$ cat src/rtl/tpd_pkg.sv
`default_nettype none
// ----------------------------------------------------------------------------
// tpd_pkg: shared types and constants of the TGA pixel stream decoder
// Configuration layout, result status codes and the event record that travels
// from the packet parser to the pixel formatter.
// ----------------------------------------------------------------------------
package tpd_pkg;

  localparam int CFG_W        = 25;  // widest configuration register
  localparam int CFG_IDX_W    = 2;
  localparam int PIX_W        = 32;  // up to four bytes of one pixel
  localparam int QUEUE_DEPTH  = 2;

  localparam logic [2:0] BPP_RGB     = 3'd3;   // three bytes a pixel, no alpha
  localparam logic [2:0] PIX_SIZE_3  = 3'd3;
  localparam logic [2:0] PIX_SIZE_4  = 3'd4;
  localparam logic [7:0] RUN_BIAS    = 8'd127; // run header minus this is the run length

  typedef enum logic [CFG_IDX_W-1:0] {
    CFG_BPP         = 2'd0,
    CFG_PIXEL_COUNT = 2'd1,
    CFG_COMPRESSED  = 2'd2
  } cfg_idx_t;

  typedef enum logic [1:0] {
    ST_OK        = 2'd0,
    ST_OVERFLOW  = 2'd1,
    ST_EARLY_END = 2'd2
  } status_t;

  typedef struct packed {
    logic [2:0]       bytes_per_pixel;
    logic [CFG_W-1:0] pixel_count;
    logic             compressed;
  } cfg_t;

  typedef struct packed {
    logic [PIX_W-1:0] pixel_bytes;  // B in [7:0], G, R, A in [31:24]
    logic             four;         // pixel carries alpha
    logic [7:0]       count;
    logic             last;
    status_t          status;
  } event_t;

endpackage
`default_nettype wire

$ cat src/rtl/tpd_ifs.sv
`default_nettype none
// ----------------------------------------------------------------------------
// tpd_ifs: stream channels of the TGA pixel stream decoder
// Byte input channel and decoded pixel result channel, valid/ready handshake.
// ----------------------------------------------------------------------------
interface tpd_in_if;
  logic       valid;
  logic       ready;
  logic [7:0] data_byte;
  logic       stream_end;

  modport source (output valid, data_byte, stream_end, input ready);
  modport sink   (input valid, data_byte, stream_end, output ready);
endinterface

interface tpd_out_if;
  logic       valid;
  logic       ready;
  logic [7:0] red;
  logic [7:0] green;
  logic [7:0] blue;
  logic [7:0] alpha;
  logic [7:0] repeat_res;
  logic       last;
  logic [1:0] status;

  modport source (output valid, red, green, blue, alpha, repeat_res, last, status,
                  input ready);
  modport sink   (input valid, red, green, blue, alpha, repeat_res, last, status,
                  output ready);
endinterface
`default_nettype wire

$ cat src/rtl/tpd_front.sv
`default_nettype none
// ----------------------------------------------------------------------------
// tpd_front: packet parser
// Takes one payload byte a cycle unless the queue is full, tracks packet
// headers, assembles pixels, queues an event per finished pixel, run or error.
// ----------------------------------------------------------------------------
module tpd_front #(
  parameter int PIXEL_COUNT_BITS = 24
) (
  input  logic            clk,
  input  logic            rst_n,
  input  tpd_pkg::cfg_t   cfg,
  tpd_in_if.sink          in_chan,
  input  logic            q_full,
  output logic            push,
  output tpd_pkg::event_t ev
);
  import tpd_pkg::*;

  localparam int CW = PIXEL_COUNT_BITS + 1;
  localparam int MW = (CW > CFG_W) ? CW : CFG_W;
  localparam int SW = CW + 1;

  typedef enum logic [3:0] {
    PH_HEADER = 4'b0001,
    PH_PIXEL  = 4'b0010,
    PH_DONE   = 4'b0100,
    PH_ERROR  = 4'b1000
  } phase_t;

  phase_t           phase_r, phase_nxt;
  logic [1:0]       byte_idx_r, byte_idx_nxt;
  logic [PIX_W-1:0] pix_r, pix_nxt;
  logic [7:0]       left_r, left_nxt;
  logic [CW-1:0]    done_r, done_nxt;
  logic             run_r, run_nxt;

  logic [MW-1:0]    cap, pc_ext, lim_wide;
  logic [CW-1:0]    limit;
  logic             accept, live, is_hdr, hdr_pkt, done_ge;
  logic [7:0]       b;
  logic [2:0]       size;
  logic [1:0]       eff_idx;
  logic [PIX_W-1:0] eff_pix, pix_new;
  logic [7:0]       eff_left, add_cnt;
  logic             eff_run, complete;
  logic [SW-1:0]    sum;
  logic             over, full_after;

  // Saturate the image size to what the pixel counter can reach.
  assign cap      = MW'(1) << PIXEL_COUNT_BITS;
  assign pc_ext   = MW'(cfg.pixel_count);
  assign lim_wide = (pc_ext > cap) ? cap : pc_ext;
  assign limit    = lim_wide[CW-1:0];

  assign in_chan.ready = !q_full;
  assign accept  = in_chan.valid && in_chan.ready;
  assign b       = in_chan.data_byte;
  assign live    = (phase_r == PH_HEADER) || (phase_r == PH_PIXEL);
  assign is_hdr  = (phase_r == PH_HEADER);
  assign hdr_pkt = is_hdr && cfg.compressed;
  assign done_ge = done_r >= limit;
  assign size    = (cfg.bytes_per_pixel == BPP_RGB) ? PIX_SIZE_3 : PIX_SIZE_4;

  // An uncompressed header slot is a one-pixel raw packet starting here.
  assign eff_idx  = is_hdr ? 2'd0 : byte_idx_r;
  assign eff_pix  = is_hdr ? '0 : pix_r;
  assign eff_left = is_hdr ? 8'd1 : left_r;
  assign eff_run  = is_hdr ? 1'b0 : run_r;

  assign pix_new  = eff_pix | (PIX_W'(b) << {eff_idx, 3'b000});
  assign complete = ({1'b0, eff_idx} + 3'd1) >= size;

  // One adder serves the raw packet check, the run check and the pixel count.
  assign add_cnt    = hdr_pkt ? (b + 8'd1) : (eff_run ? eff_left : 8'd1);
  assign sum        = SW'(done_r) + SW'(add_cnt);
  assign over       = sum >  {1'b0, limit};
  assign full_after = sum >= {1'b0, limit};

  always_comb begin
    phase_nxt    = phase_r;
    byte_idx_nxt = byte_idx_r;
    pix_nxt      = pix_r;
    left_nxt     = left_r;
    done_nxt     = done_r;
    run_nxt      = run_r;
    push         = 1'b0;
    ev           = '0;
    ev.status    = ST_OK;
    if (accept && live) begin
      priority if (done_ge) begin
        phase_nxt = PH_DONE;
      end else if (in_chan.stream_end) begin
        push      = 1'b1;
        ev.status = ST_EARLY_END;
        phase_nxt = PH_ERROR;
      end else if (hdr_pkt) begin
        byte_idx_nxt = 2'd0;
        pix_nxt      = '0;
        if (!b[7]) begin
          if (over) begin
            push      = 1'b1;
            ev.status = ST_OVERFLOW;
            phase_nxt = PH_ERROR;
          end else begin
            left_nxt  = b + 8'd1;
            run_nxt   = 1'b0;
            phase_nxt = PH_PIXEL;
          end
        end else begin
          left_nxt  = b - RUN_BIAS;
          run_nxt   = 1'b1;
          phase_nxt = PH_PIXEL;
        end
      end else if (!complete) begin
        byte_idx_nxt = eff_idx + 2'd1;
        pix_nxt      = pix_new;
        left_nxt     = eff_left;
        run_nxt      = eff_run;
        phase_nxt    = PH_PIXEL;
      end else if (eff_run && over) begin
        push      = 1'b1;
        ev.status = ST_OVERFLOW;
        phase_nxt = PH_ERROR;
      end else begin
        left_nxt       = eff_run ? 8'd0 : ((eff_left != 8'd0) ? eff_left - 8'd1 : 8'd0);
        run_nxt        = eff_run;
        done_nxt       = sum[CW-1:0];
        byte_idx_nxt   = 2'd0;
        pix_nxt        = '0;
        push           = 1'b1;
        ev.pixel_bytes = pix_new;
        ev.four        = (size == PIX_SIZE_4);
        ev.count       = add_cnt;
        ev.last        = full_after;
        if (full_after) begin
          phase_nxt = PH_DONE;
        end else if (left_nxt == 8'd0) begin
          phase_nxt = PH_HEADER;
        end else begin
          phase_nxt = PH_PIXEL;
        end
      end
    end
  end

  always_ff @(posedge clk) begin
    if (!rst_n) begin
      phase_r    <= PH_HEADER;
      byte_idx_r <= 2'd0;
      pix_r      <= '0;
      left_r     <= 8'd0;
      done_r     <= '0;
      run_r      <= 1'b0;
    end else begin
      phase_r    <= phase_nxt;
      byte_idx_r <= byte_idx_nxt;
      pix_r      <= pix_nxt;
      left_r     <= left_nxt;
      done_r     <= done_nxt;
      run_r      <= run_nxt;
    end
  end

`ifndef NO_ASSERTIONS
  a_push_room: assert property (@(posedge clk) disable iff (!rst_n)
    push |-> !q_full) else $error("event pushed into a full queue");
  a_last_done: assert property (@(posedge clk) disable iff (!rst_n)
    (push && ev.last) |=> (phase_r == PH_DONE)) else $error("image end not latched");
  a_err_quiet: assert property (@(posedge clk) disable iff (!rst_n)
    (phase_r == PH_ERROR) |-> !push) else $error("event after error");
`endif

endmodule
`default_nettype wire

$ cat src/rtl/tpd_queue.sv
`default_nettype none
// ----------------------------------------------------------------------------
// tpd_queue: event queue
// Short FIFO between parser and formatter so each side stalls on its own.
// ----------------------------------------------------------------------------
module tpd_queue (
  input  logic            clk,
  input  logic            rst_n,
  input  logic            push,
  input  tpd_pkg::event_t wdata,
  output logic            full,
  input  logic            pop,
  output logic            rvalid,
  output tpd_pkg::event_t rdata
);
  import tpd_pkg::*;

  localparam int PW = $clog2(QUEUE_DEPTH);
  localparam int NW = $clog2(QUEUE_DEPTH + 1);

  event_t        mem_r [QUEUE_DEPTH];
  logic [PW-1:0] wr_ptr_r, rd_ptr_r;
  logic [NW-1:0] cnt_r, cnt_nxt;

  assign full   = (cnt_r == NW'(QUEUE_DEPTH));
  assign rvalid = (cnt_r != '0);
  assign rdata  = mem_r[rd_ptr_r];

  always_comb begin
    cnt_nxt = cnt_r;
    unique case ({push, pop})
      2'b10:   cnt_nxt = cnt_r + NW'(1);
      2'b01:   cnt_nxt = cnt_r - NW'(1);
      default: cnt_nxt = cnt_r;
    endcase
  end

  always_ff @(posedge clk) begin
    if (push) begin
      mem_r[wr_ptr_r] <= wdata;
    end
  end

  always_ff @(posedge clk) begin
    if (!rst_n) begin
      wr_ptr_r <= '0;
      rd_ptr_r <= '0;
      cnt_r    <= '0;
    end else begin
      if (push) begin
        wr_ptr_r <= wr_ptr_r + PW'(1);
      end
      if (pop) begin
        rd_ptr_r <= rd_ptr_r + PW'(1);
      end
      cnt_r <= cnt_nxt;
    end
  end

`ifndef NO_ASSERTIONS
  a_cnt_range: assert property (@(posedge clk) disable iff (!rst_n)
    cnt_r <= NW'(QUEUE_DEPTH)) else $error("queue fill out of range");
  a_pop_empty: assert property (@(posedge clk) disable iff (!rst_n)
    pop |-> rvalid) else $error("pop from empty queue");
  a_ptr_track: assert property (@(posedge clk) disable iff (!rst_n)
    wr_ptr_r == PW'(rd_ptr_r + cnt_r)) else $error("queue pointers out of step");
`endif

endmodule
`default_nettype wire

$ cat src/rtl/tpd_back.sv
`default_nettype none
// ----------------------------------------------------------------------------
// tpd_back: pixel formatter
// Reorders BGR(A) into RGB(A), blanks error results and holds the output
// register of the result channel.
// ----------------------------------------------------------------------------
module tpd_back (
  input  logic            clk,
  input  logic            rst_n,
  input  logic            q_valid,
  input  tpd_pkg::event_t q_data,
  output logic            pop,
  tpd_out_if.source       out_chan
);
  import tpd_pkg::*;

  logic       out_valid_r;
  logic [7:0] red_r, green_r, blue_r, alpha_r, repeat_r;
  logic       last_r;
  status_t    status_r;
  logic       take, ok;

  assign take = !out_valid_r || out_chan.ready;
  assign pop  = q_valid && take;
  assign ok   = (q_data.status == ST_OK);

  always_ff @(posedge clk) begin
    if (!rst_n) begin
      out_valid_r <= 1'b0;
    end else if (take) begin
      out_valid_r <= q_valid;
    end
  end

  always_ff @(posedge clk) begin
    if (pop) begin
      red_r    <= ok ? q_data.pixel_bytes[23:16] : 8'd0;
      green_r  <= ok ? q_data.pixel_bytes[15:8]  : 8'd0;
      blue_r   <= ok ? q_data.pixel_bytes[7:0]   : 8'd0;
      alpha_r  <= (ok && q_data.four) ? q_data.pixel_bytes[31:24] : 8'd0;
      repeat_r <= ok ? q_data.count : 8'd0;
      last_r   <= ok && q_data.last;
      status_r <= q_data.status;
    end
  end

  assign out_chan.valid      = out_valid_r;
  assign out_chan.red        = red_r;
  assign out_chan.green      = green_r;
  assign out_chan.blue       = blue_r;
  assign out_chan.alpha      = alpha_r;
  assign out_chan.repeat_res = repeat_r;
  assign out_chan.last       = last_r;
  assign out_chan.status     = status_r;

`ifndef NO_ASSERTIONS
  a_err_blank: assert property (@(posedge clk) disable iff (!rst_n)
    (out_valid_r && status_r != ST_OK) |-> (repeat_r == 8'd0 && !last_r))
    else $error("error result carries pixel data");
  a_ok_count: assert property (@(posedge clk) disable iff (!rst_n)
    (out_valid_r && status_r == ST_OK) |-> (repeat_r != 8'd0))
    else $error("pixel result with zero repeat");
  a_pop_loads: assert property (@(posedge clk) disable iff (!rst_n)
    pop |=> out_valid_r) else $error("popped event not presented");
`endif

endmodule
`default_nettype wire

$ cat src/rtl/tga_pixel_stream_decoder_unit.sv
`default_nettype none
// ----------------------------------------------------------------------------
// tga_pixel_stream_decoder_unit: TGA run-length pixel stream decoder
// Decodes the pixel payload of a TGA image, byte by byte, into RGB(A) pixels
// and runs with a repeat count, flagging overflowing packets and early ends.
// ----------------------------------------------------------------------------
// Path: a byte that completes a pixel, run or error is written into the event
//   queue at its own transfer edge; the oldest queued event loads the output
//   register when that is empty or read, and is then presented on out_chan.
// Throughput: one byte a cycle while the event queue has room, as set by the
//   packet parser; up to one result a cycle leaves the output register.
// Reset: synchronous, active low; clears the parser, queue and output valid,
//   and loads the registers with 4 bytes per pixel, 1 pixel, compressed mode.
// ----------------------------------------------------------------------------
module tga_pixel_stream_decoder_unit #(
  parameter int PIXEL_COUNT_BITS = 24
) (
  input  logic                          clk,
  input  logic                          rst_n,
  input  logic                          cfg_we,
  input  logic [tpd_pkg::CFG_IDX_W-1:0] cfg_index,
  input  logic [tpd_pkg::CFG_W-1:0]     cfg_wdata,
  tpd_in_if.sink                        in_chan,
  tpd_out_if.source                     out_chan
);
  import tpd_pkg::*;

  cfg_t   cfg_r;
  logic   push, q_full, pop, q_valid;
  event_t push_ev, q_data;

  // Configuration registers; the user is to write them only while the decoder is
  // idle (unchecked by the block), so the parser reads them directly.
  always_ff @(posedge clk) begin
    if (!rst_n) begin
      cfg_r.bytes_per_pixel <= 3'd4;
      cfg_r.pixel_count     <= CFG_W'(1);
      cfg_r.compressed      <= 1'b1;
    end else if (cfg_we) begin
      unique case (cfg_idx_t'(cfg_index))
        CFG_BPP:         cfg_r.bytes_per_pixel <= cfg_wdata[2:0];
        CFG_PIXEL_COUNT: cfg_r.pixel_count     <= cfg_wdata;
        CFG_COMPRESSED:  cfg_r.compressed      <= cfg_wdata[0];
        default:         cfg_r                 <= cfg_r;  // unmapped index: drop
      endcase
    end
  end

  // Front: classify each byte as packet header, pixel byte or stream end.
  tpd_front #(
    .PIXEL_COUNT_BITS (PIXEL_COUNT_BITS)
  ) u_front (
    .clk     (clk),
    .rst_n   (rst_n),
    .cfg     (cfg_r),
    .in_chan (in_chan),
    .q_full  (q_full),
    .push    (push),
    .ev      (push_ev)
  );

  // Queue: absorb output stalls so the parser keeps taking bytes.
  tpd_queue u_queue (
    .clk    (clk),
    .rst_n  (rst_n),
    .push   (push),
    .wdata  (push_ev),
    .full   (q_full),
    .pop    (pop),
    .rvalid (q_valid),
    .rdata  (q_data)
  );

  // Back: format pixels and hold the result for transfer.
  tpd_back u_back (
    .clk      (clk),
    .rst_n    (rst_n),
    .q_valid  (q_valid),
    .q_data   (q_data),
    .pop      (pop),
    .out_chan (out_chan)
  );

endmodule
`default_nettype wire

$ cat src/flat_wrapper.sv
// flat-port wrapper written by rule: the top's interface ports become plain ports
module tga_pixel_stream_decoder_unit_flat import tpd_pkg::*;
#(
  parameter int PIXEL_COUNT_BITS = 24
)
  (clk, rst_n, cfg_we, cfg_index, cfg_wdata, in_chan_valid, in_chan_data_byte, in_chan_stream_end, in_chan_ready, out_chan_valid, out_chan_red, out_chan_green, out_chan_blue, out_chan_alpha, out_chan_repeat_res, out_chan_last, out_chan_status, out_chan_ready);
  tpd_in_if in_chan_i ();
  tpd_out_if out_chan_i ();
  input  logic clk;
  input  logic rst_n;
  input  logic cfg_we;
  input  logic [tpd_pkg::CFG_IDX_W-1:0] cfg_index;
  input  logic [tpd_pkg::CFG_W-1:0] cfg_wdata;
  input wire logic [$bits(in_chan_i.valid)-1:0] in_chan_valid;
  input wire logic [$bits(in_chan_i.data_byte)-1:0] in_chan_data_byte;
  input wire logic [$bits(in_chan_i.stream_end)-1:0] in_chan_stream_end;
  output wire logic [$bits(in_chan_i.ready)-1:0] in_chan_ready;
  output wire logic [$bits(out_chan_i.valid)-1:0] out_chan_valid;
  output wire logic [$bits(out_chan_i.red)-1:0] out_chan_red;
  output wire logic [$bits(out_chan_i.green)-1:0] out_chan_green;
  output wire logic [$bits(out_chan_i.blue)-1:0] out_chan_blue;
  output wire logic [$bits(out_chan_i.alpha)-1:0] out_chan_alpha;
  output wire logic [$bits(out_chan_i.repeat_res)-1:0] out_chan_repeat_res;
  output wire logic [$bits(out_chan_i.last)-1:0] out_chan_last;
  output wire logic [$bits(out_chan_i.status)-1:0] out_chan_status;
  input wire logic [$bits(out_chan_i.ready)-1:0] out_chan_ready;
  assign in_chan_i.valid = in_chan_valid;
  assign in_chan_i.data_byte = in_chan_data_byte;
  assign in_chan_i.stream_end = in_chan_stream_end;
  assign in_chan_ready = in_chan_i.ready;
  assign out_chan_valid = out_chan_i.valid;
  assign out_chan_red = out_chan_i.red;
  assign out_chan_green = out_chan_i.green;
  assign out_chan_blue = out_chan_i.blue;
  assign out_chan_alpha = out_chan_i.alpha;
  assign out_chan_repeat_res = out_chan_i.repeat_res;
  assign out_chan_last = out_chan_i.last;
  assign out_chan_status = out_chan_i.status;
  assign out_chan_i.ready = out_chan_ready;
  tga_pixel_stream_decoder_unit #(.PIXEL_COUNT_BITS(PIXEL_COUNT_BITS)) u_core (.clk(clk), .rst_n(rst_n), .cfg_we(cfg_we), .cfg_index(cfg_index), .cfg_wdata(cfg_wdata), .in_chan(in_chan_i), .out_chan(out_chan_i));
endmodule
$ cat config.mk
export PLATFORM = sky130hd
export DESIGN_NAME = tga_pixel_stream_decoder_unit_flat
export DESIGN_NICKNAME = d
export VERILOG_FILES = /design/src/rtl/tpd_pkg.sv /design/src/rtl/tpd_ifs.sv /design/src/rtl/tpd_front.sv /design/src/rtl/tpd_queue.sv /design/src/rtl/tpd_back.sv /design/src/rtl/tga_pixel_stream_decoder_unit.sv /design/src/flat_wrapper.sv
export SDC_FILE = /design/constraint.sdc
export NUM_CORES = 1
export LEC_CHECK = 0
export ABC_AREA = 1
export BUFFER_PORTS_ARGS = -buffer_cell sky130_fd_sc_hd__buf_2
export CAP_MARGIN = 25
export CORE_MARGIN = 10
export CORE_UTILIZATION = 35
export DETAILED_ROUTE_END_ITERATION = 6
export PLACE_DENSITY_LB_ADDON = 0.08
export SYNTH_ARGS = -nofsm -noshare
export SYNTH_HDL_FRONTEND = slang
export SYNTH_HIERARCHICAL = 1
export SYNTH_SLANG_ARGS = --single-unit
$ cat constraint.sdc
create_clock -name clk -period 12.96 [get_ports clk]
set_input_delay 1.944 -clock clk [delete_from_list [all_inputs] [get_ports clk]]
set_output_delay 1.944 -clock clk [all_outputs]
set_load 0.03 [all_outputs]
======== Yosys cells after proc, flatten, opt, wreduce, memory -nomap -nowiden ========
Memories as Yosys holds them, arrays and structs flattened. A register that Yosys moved wholly into a read port is not among the register bits.
Index checks and enable logic that the tools add are counted.
W data, S select, Z words.
storage, ports and cells
  bits in registers ....................... 149
  bits in writable memories ............... 88
  bits of input ports ..................... 41
  output and inout bits ................... 45
  memories kept ........................... 1
operators by class
  add/sub/neg operators ................... 10
  $lt $le $gt $ge ......................... 5
  eq/ne operators ......................... 11
  shift operators ......................... 1
  muxes and demuxes ....................... 58
  bitwise gates (word level) .............. 5
  reductions and logical operators ........ 23
memories
  memory                words  bits a word  rd ports  clocked after Yosys merged registers in  wr ports  line             text
  u_core.u_queue.mem_r  2      44           1         1                                        1         tpd_queue.sv:21  event_t mem_r [QUEUE_DEPTH];
operators with widths
  kind                    number
  $mux W44                3
  $mux W32                4
  $mux W42                3
  $mux W8                 10
  $mux W4                 8
  $or A32 B32 Y32         1
  $shl A8 B5 Y32          1
  $add A25 B8 Y26         1
  $ge A26 B25 Y1          1
  $gt A26 B25 Y1          1
  $ge A25 B25 Y1          1
  $gt A25 B25 Y1 const B  1
  $mux W25                1
  $mux W1                 20
  $mux W2                 7
  $add A8 B1 Y8 const B   1
  $logic_not A8 Y1        1
  $reduce_bool A8 Y1      1
  $sub A8 B1 Y8 const B   1
  $sub A8 B7 Y8 const B   1
  $logic_and A1 B1 Y1     7
  $eq A2 B2 Y1 const B    3
  $ne A3 B3 Y1 const B    2
  $reduce_and A2 Y1       3
  20 further kinds        30

======== Logic depth before layout (Yosys ltp) ========
  depth in word-level cells ............... 14
  mapped depth ............................ 38
  gate-level depth less buffers ........... 37

======== By module ========
The synthesis kept the hierarchy.
modules (own cells, without submodules)
  module                         times used  cells an instance  area an instance (sq um)  sequential area each (sq um)
  tpd_front                      1           1,132              6,747.7                   1,441.4
  tpd_queue                      1           172                3,606.0                   2,742.6
  tpd_back                       1           138                1,781.7                   1,311.3
  tga_pixel_stream_decoder_unit  1           183                1,239.9                   580.6

======== Least setup slack after synthesis ========
Ideal clock, no wire load.
  path type ............................... input to register
  start ................................... input in_chan_data_byte[0]
  end ..................................... memory u_core/u_queue/mem_r[0][0] in the netlist's numbering (enable)
  arrival ................................. 7.315 ns
  required time ........................... 12.515 ns
  setup slack ............................. 5.199 ns
  stages on the path ...................... 31
  buffers on the path ..................... 1
  cell sequence ........................... ha_1 nand2_1 inv_1 nand2_1 nor2_1 nand2_1 o21ai_0 nand2_1 ha_1 nand2_1 nor2_1 nand3_1 nand3_2 nand2_1 nor2_1 nand2_1 nor2_1 xor2_1 inv_1 ha_1 nand2_1 inv_1 nand4_1 a21oi_1 nand2_1 nand3_4 nand3_2 buf_2 a31oi_1 inv_1 nor2_1
on the way
  longest elaborated chain between the ends .. 12
RTL lines
  item                           line                                 text
  from (decl)                    flat_wrapper.sv:15                   input wire logic [$bits(in_chan_i.data_byte)-1:0] in_chan_data_byte;
  $add A8 B1 Y8                  tpd_front.sv:75                      assign add_cnt = hdr_pkt ? (b + 8'd1) : (eff_run ? eff_left : 8'd1);
  $mux W8                        tpd_front.sv:75
  $add A25 B8 Y26                tpd_front.sv:76                      assign sum = SW'(done_r) + SW'(add_cnt);
  net u_core.u_front.sum[23]     tpd_front.sv:47                      logic [SW-1:0] sum;
  $gt A26 B25 Y1                 tpd_front.sv:77                      assign over = sum > {1'b0, limit};
  $mux W1                        tpd_front.sv:101                     if (over) begin
  $mux W1                        tpd_front.sv:100                     if (!b[7]) begin
  $mux W1                        tpd_front.sv:97                      end else if (hdr_pkt) begin
  $mux W1                        tpd_front.sv:93                      end else if (in_chan.stream_end) begin
  $mux W1                        tpd_front.sv:91                      priority if (done_ge) begin
  $mux W1                        tpd_front.sv:90                      if (accept && live) begin
  net u_core.push                tga_pixel_stream_decoder_unit.sv:29  logic push, q_full, pop, q_valid;
  $mux W1                        tpd_queue.sv:39                      if (push) begin
  $mux W1 (implied by the code)  tpd_queue.sv:40                      mem_r[wr_ptr_r] <= wdata;
  to (decl)                      tpd_queue.sv:21
The timed path passes the listed nets, and every way through them passes these cells.

======== Final worst setup path ========
  start ................................... input in_chan_data_byte[0]
  end ..................................... memory u_core/u_queue/mem_r[0][36] in the netlist's numbering (enable)
The elaborated chain is that of the path after synthesis.

==> flow_summary_export.csv <==
group,metric,value,unit
logic_synthesis,syn-instance-count,1625,
floorplan,die_w,215,um
place,dp_hpwl,24500,um
sta,finalWorstSetupSlack,6.05,ns
route,vias_per_cell,4.62,
final_layout,fillers,3892,
outcome,status,"complete, no violations",
logic_synthesis,ys_seq_elements,238,
place,pre_cts_slack,5.53,ns
worst_setup_path,critPathSlowestCell,"buf_4",
logic_synthesis,synth_cell_types,45,
logic_synthesis,syn_nets,1734,
global_routing,antenna_found_initial,1,
final_layout,regArea,6080,um^2
route,first_pass_iters,5,
final_layout,area_growth,12.9,%
sta,max_freq,0.145,GHz
place,io_buffer_count,85,
floorplan,die_area,46400,um^2
final_layout,multi_input_area,5970,um^2
final_layout,drive_above_1_share,15.5,%
logic_synthesis,synth_area_per_cell,8.23,um^2
route,drc,0,
worst_setup_path,required,13.17,ns
pwr,peakVddDrop,0.0000997,V
logic_synthesis,yosysTopAreaCell,"edfxtp_1",
global_routing,grt.total_usage,14.2,%
floorplan,start_util,35.5,%
logic_synthesis,syn-cell-area,13400,um^2
floorplan,num_io_pins,86,
worst_setup_path,criticalPathCategory,"primary input to register",
sta,fin_skew,0.0123,ns
sta,hold_violations,0,
route,wl,33800,um
clock_tree,cts_made_buffers,29,
sta,final-max-slew-violation-count,0,
sta,rsz0062_at_grt,"false",
route,drtIter0Drc,445,
worst_setup_path,start_kind,"primary input",
clock_tree,clkTransAtPathRegs,0.06,ns
run,max_cap_viol_count,0,
pwr,fin_total_pwr,0.00289,W
clock_tree,cts_root_buf,"clkbuf_16",
clock_tree,cts_max_level,1,
min_path,whs_endpoint,"u_core/cfg_r[28]$_SDFFE_PN1P_",
final_layout,fin_nets,1806,
route,ant_nets,0,
worst_setup_path,worstPathArrival,7.11,ns
worst_setup_path,crit_top_cell,"nand2_1",
min_path,worstHoldStart,"u_core/cfg_r[28]$_SDFFE_PN1P_",
place,gp_congestion,0.892,
logic_synthesis,synth_top_area_share,29.4,%
logic_synthesis,synth_warnings,6,
worst_setup_path,reg2reg_to,"u_core/u_queue/mem_r[0][36]$_DFFE_PP_",
global_routing,grt_pass1_wl,53900,um
global_routing,overflow,0,
min_path,min_path_cells,2,
clock_tree,post_cts_buffers,0,
clock_tree,clkLatencyLatePin,0.58,ns
sta,setup-violations-final,0,
global_routing,grt_max_degree,73,
floorplan,core_region_area,37700,um^2
min_path,min-delay-path-class,"register to register",
clock_tree,clockBufferDepth,3,
worst_setup_path,setup.worst_path.end_class,"register",
sta,tightestPinTransition,0.980,ns
floorplan,die_y,215,um
floorplan,row_count,71,
route,vias,10297,
sta,tns,0,ns
sta,whs,0.456,ns
clock_tree,clkSinkCount,238,
worst_setup_path,reg2regPathDepth,29,
clock_tree,cts_resized,0,
logic_synthesis,synthTopCellsByArea,"edfxtp_1 (29%), dfxtp_1 (16%), nand2_1 (10%)",
sta,max_slew_margin,34.7,%
clock_tree,cts_tree,"done",
logic_synthesis,ys_seq_area_share,45.4,%
clock_tree,cts_hold_buf,0,
final_layout,final_core_util,40.1,%
sta,period_share,53.3,%
sta,post-route-min-period,6.91,ns
route,wl_per_cell,15.2,um
global_routing,grt_pass1_vias,9736,
worst_setup_path,r2r_start,"u_core/u_front/phase_r[2]$_SDFFE_PN0P_",
worst_setup_path,path_max_fanout,44,
pwr,powerDensity,191,nW/um^2
pwr,p_leak,7.04,nW
worst_setup_path,reg2reg_slack,6.79,ns
final_layout,num_antenna_cells,0,
worst_setup_path,critical_path.max_stage_delay,0.56,ns
[layer usage]
metal	vias to the layer above	routed length [um]	GRT usage, %
li1	5346	-	-
met1	4705	15700	18.7
met2	198	15800	23.5
met3	48	1440	2.45
met4	0	832	3.83
met5	-	0	0
[cell usage after synthesis, drive strengths merged]
cell type and n:
a21boi 1, a21o 1, a21oi 68, a31o 1, a31oi 3, buf 44, clkbuf 11, clkinv 1
dfxtp 107, edfxtp 131, fa 1, ha 67, inv 250, mux2 44, nand2 361, nand3 49
nand3b 3, nand4 29, nor2 327, nor3 12, nor4 8, o211ai 2, o21a 2, o21ai 46
o21bai 4, o22ai 25, or2 4, xnor2 4, xor2 19
[how the worst max path moves through the flow]
stage / cells after the start / slack [ns] / endpoint / from
6_report: 29 / 6.05 / u_core/u_queue/mem_r[0][36]$_DFFE_PP_ / in_chan_data_byte[0]
5_1_grt: 32 / 5.50 / u_core/u_queue/mem_r[0][20]$_DFFE_PP_ / in_chan_data_byte[0]
4_1_cts: 29 / 6.14 / u_core/u_queue/mem_r[0][20]$_DFFE_PP_ / in_chan_data_byte[0]
3_5_place_dp: 29 / 5.53 / u_core/u_queue/mem_r[0][37]$_DFFE_PP_ / in_chan_data_byte[0]
3_3_place_gp: 29 / 5.66 / u_core/u_queue/mem_r[0][36]$_DFFE_PP_ / in_chan_data_byte[0]
2_1_floorplan: 31 / 5.20 / u_core/u_queue/mem_r[0][0]$_DFFE_PP_ / in_chan_data_byte[0]
[logic make-up (layout without fill, tap and decap cells)]
group / count (synthesis) / count (layout) / share of synthesized area [%]
mux: 44 / 44 / 4.83
simple gates: 793 / 793 / 25.5
fa+ha+maj: 68 / 68 / 6.42
xor+xnor: 23 / 23 / 1.51
flops: 238 / 238 / 45.4
compound gates: 153 / 153 / 6.24
buf+inv: 306 / 401 / 10.1
[power breakdown]
part,switching (W),internal [W],leakage [nW],total [W]
Clock,0.000334,0.000473,0.470,0.000808
Combinational,0.000717,0.000339,4.44,0.00106
Sequential,0.0000570,0.000964,2.13,0.00102
[critical path: cells and delay by family]
| kind | cells | cell delay (ns) |
|---|---|---|
| compound gates | 5 | 1.17 |
| xor+xnor | 1 | 0.18 |
| fa+ha+maj | 3 | 0.88 |
| buf+inv | 5 | 0.96 |
| simple gates | 15 | 1.94 |
[cell usage in the layout (no fill, tap or decap), types with 19 or more instances in the layout]
master and n:
nand3_1 41, nand2_1 359, nand4_1 28, nor2_2 42
a21oi_1 67, o22ai_1 25, o21ai_0 40, nor2_1 279
ha_1 67, edfxtp_1 131, dfxtp_1 106, buf_2 84
xor2_1 19, mux2_4 40, inv_1 241, clkbuf_16 29
[state kept, by name, indices dropped and copies added (netlist names), named ones only]
signal / cells
u_core/u_front/byte_idx_r: 2
u_core/u_front/phase_r: 4
u_core/u_back/out_chan.green: 8
u_core/u_back/out_chan.blue: 8
u_core/u_back/out_chan.alpha: 8
u_core/u_back/out_chan.repeat_res: 8
u_core/u_queue/wr_ptr_r: 1
u_core/u_front/pix_r: 32
u_core/u_queue/rd_ptr_r: 1
u_core/u_front/run_r: 1
u_core/u_back/out_chan.status: 2
u_core/u_queue/mem_r: 88
u_core/u_back/out_chan.last: 1
u_core/u_front/done_r: 25
u_core/u_back/out_chan.valid: 1
u_core/cfg_r: 29
u_core/u_front/left_r: 8
u_core/u_queue/cnt_r: 2
u_core/u_back/out_chan.red: 8
[metrics by stage]
| stage | std cells | cell area (um^2) |
|---|---|---|
| floorplan | 1625 | 13400 |
| global placement | 2176 | 14100 |
| detailed placement | 2177 | 14200 |
| CTS | 2231 | 15100 |
| global route | 2231 | 15100 |
| finish | 2231 | 15100 |
[area by class of cell]
cell class                 instances  share of cell area (%)
sequential                       238                    40.2
tap                              511                    4.23
clock inverter                    18                    1.06
inverter                         251                    6.25
multi-input combinational       1081                    39.5
timing repair buffer              96                    3.46
clock buffer                      36                    5.24
(Power assumes the default switching activity.)
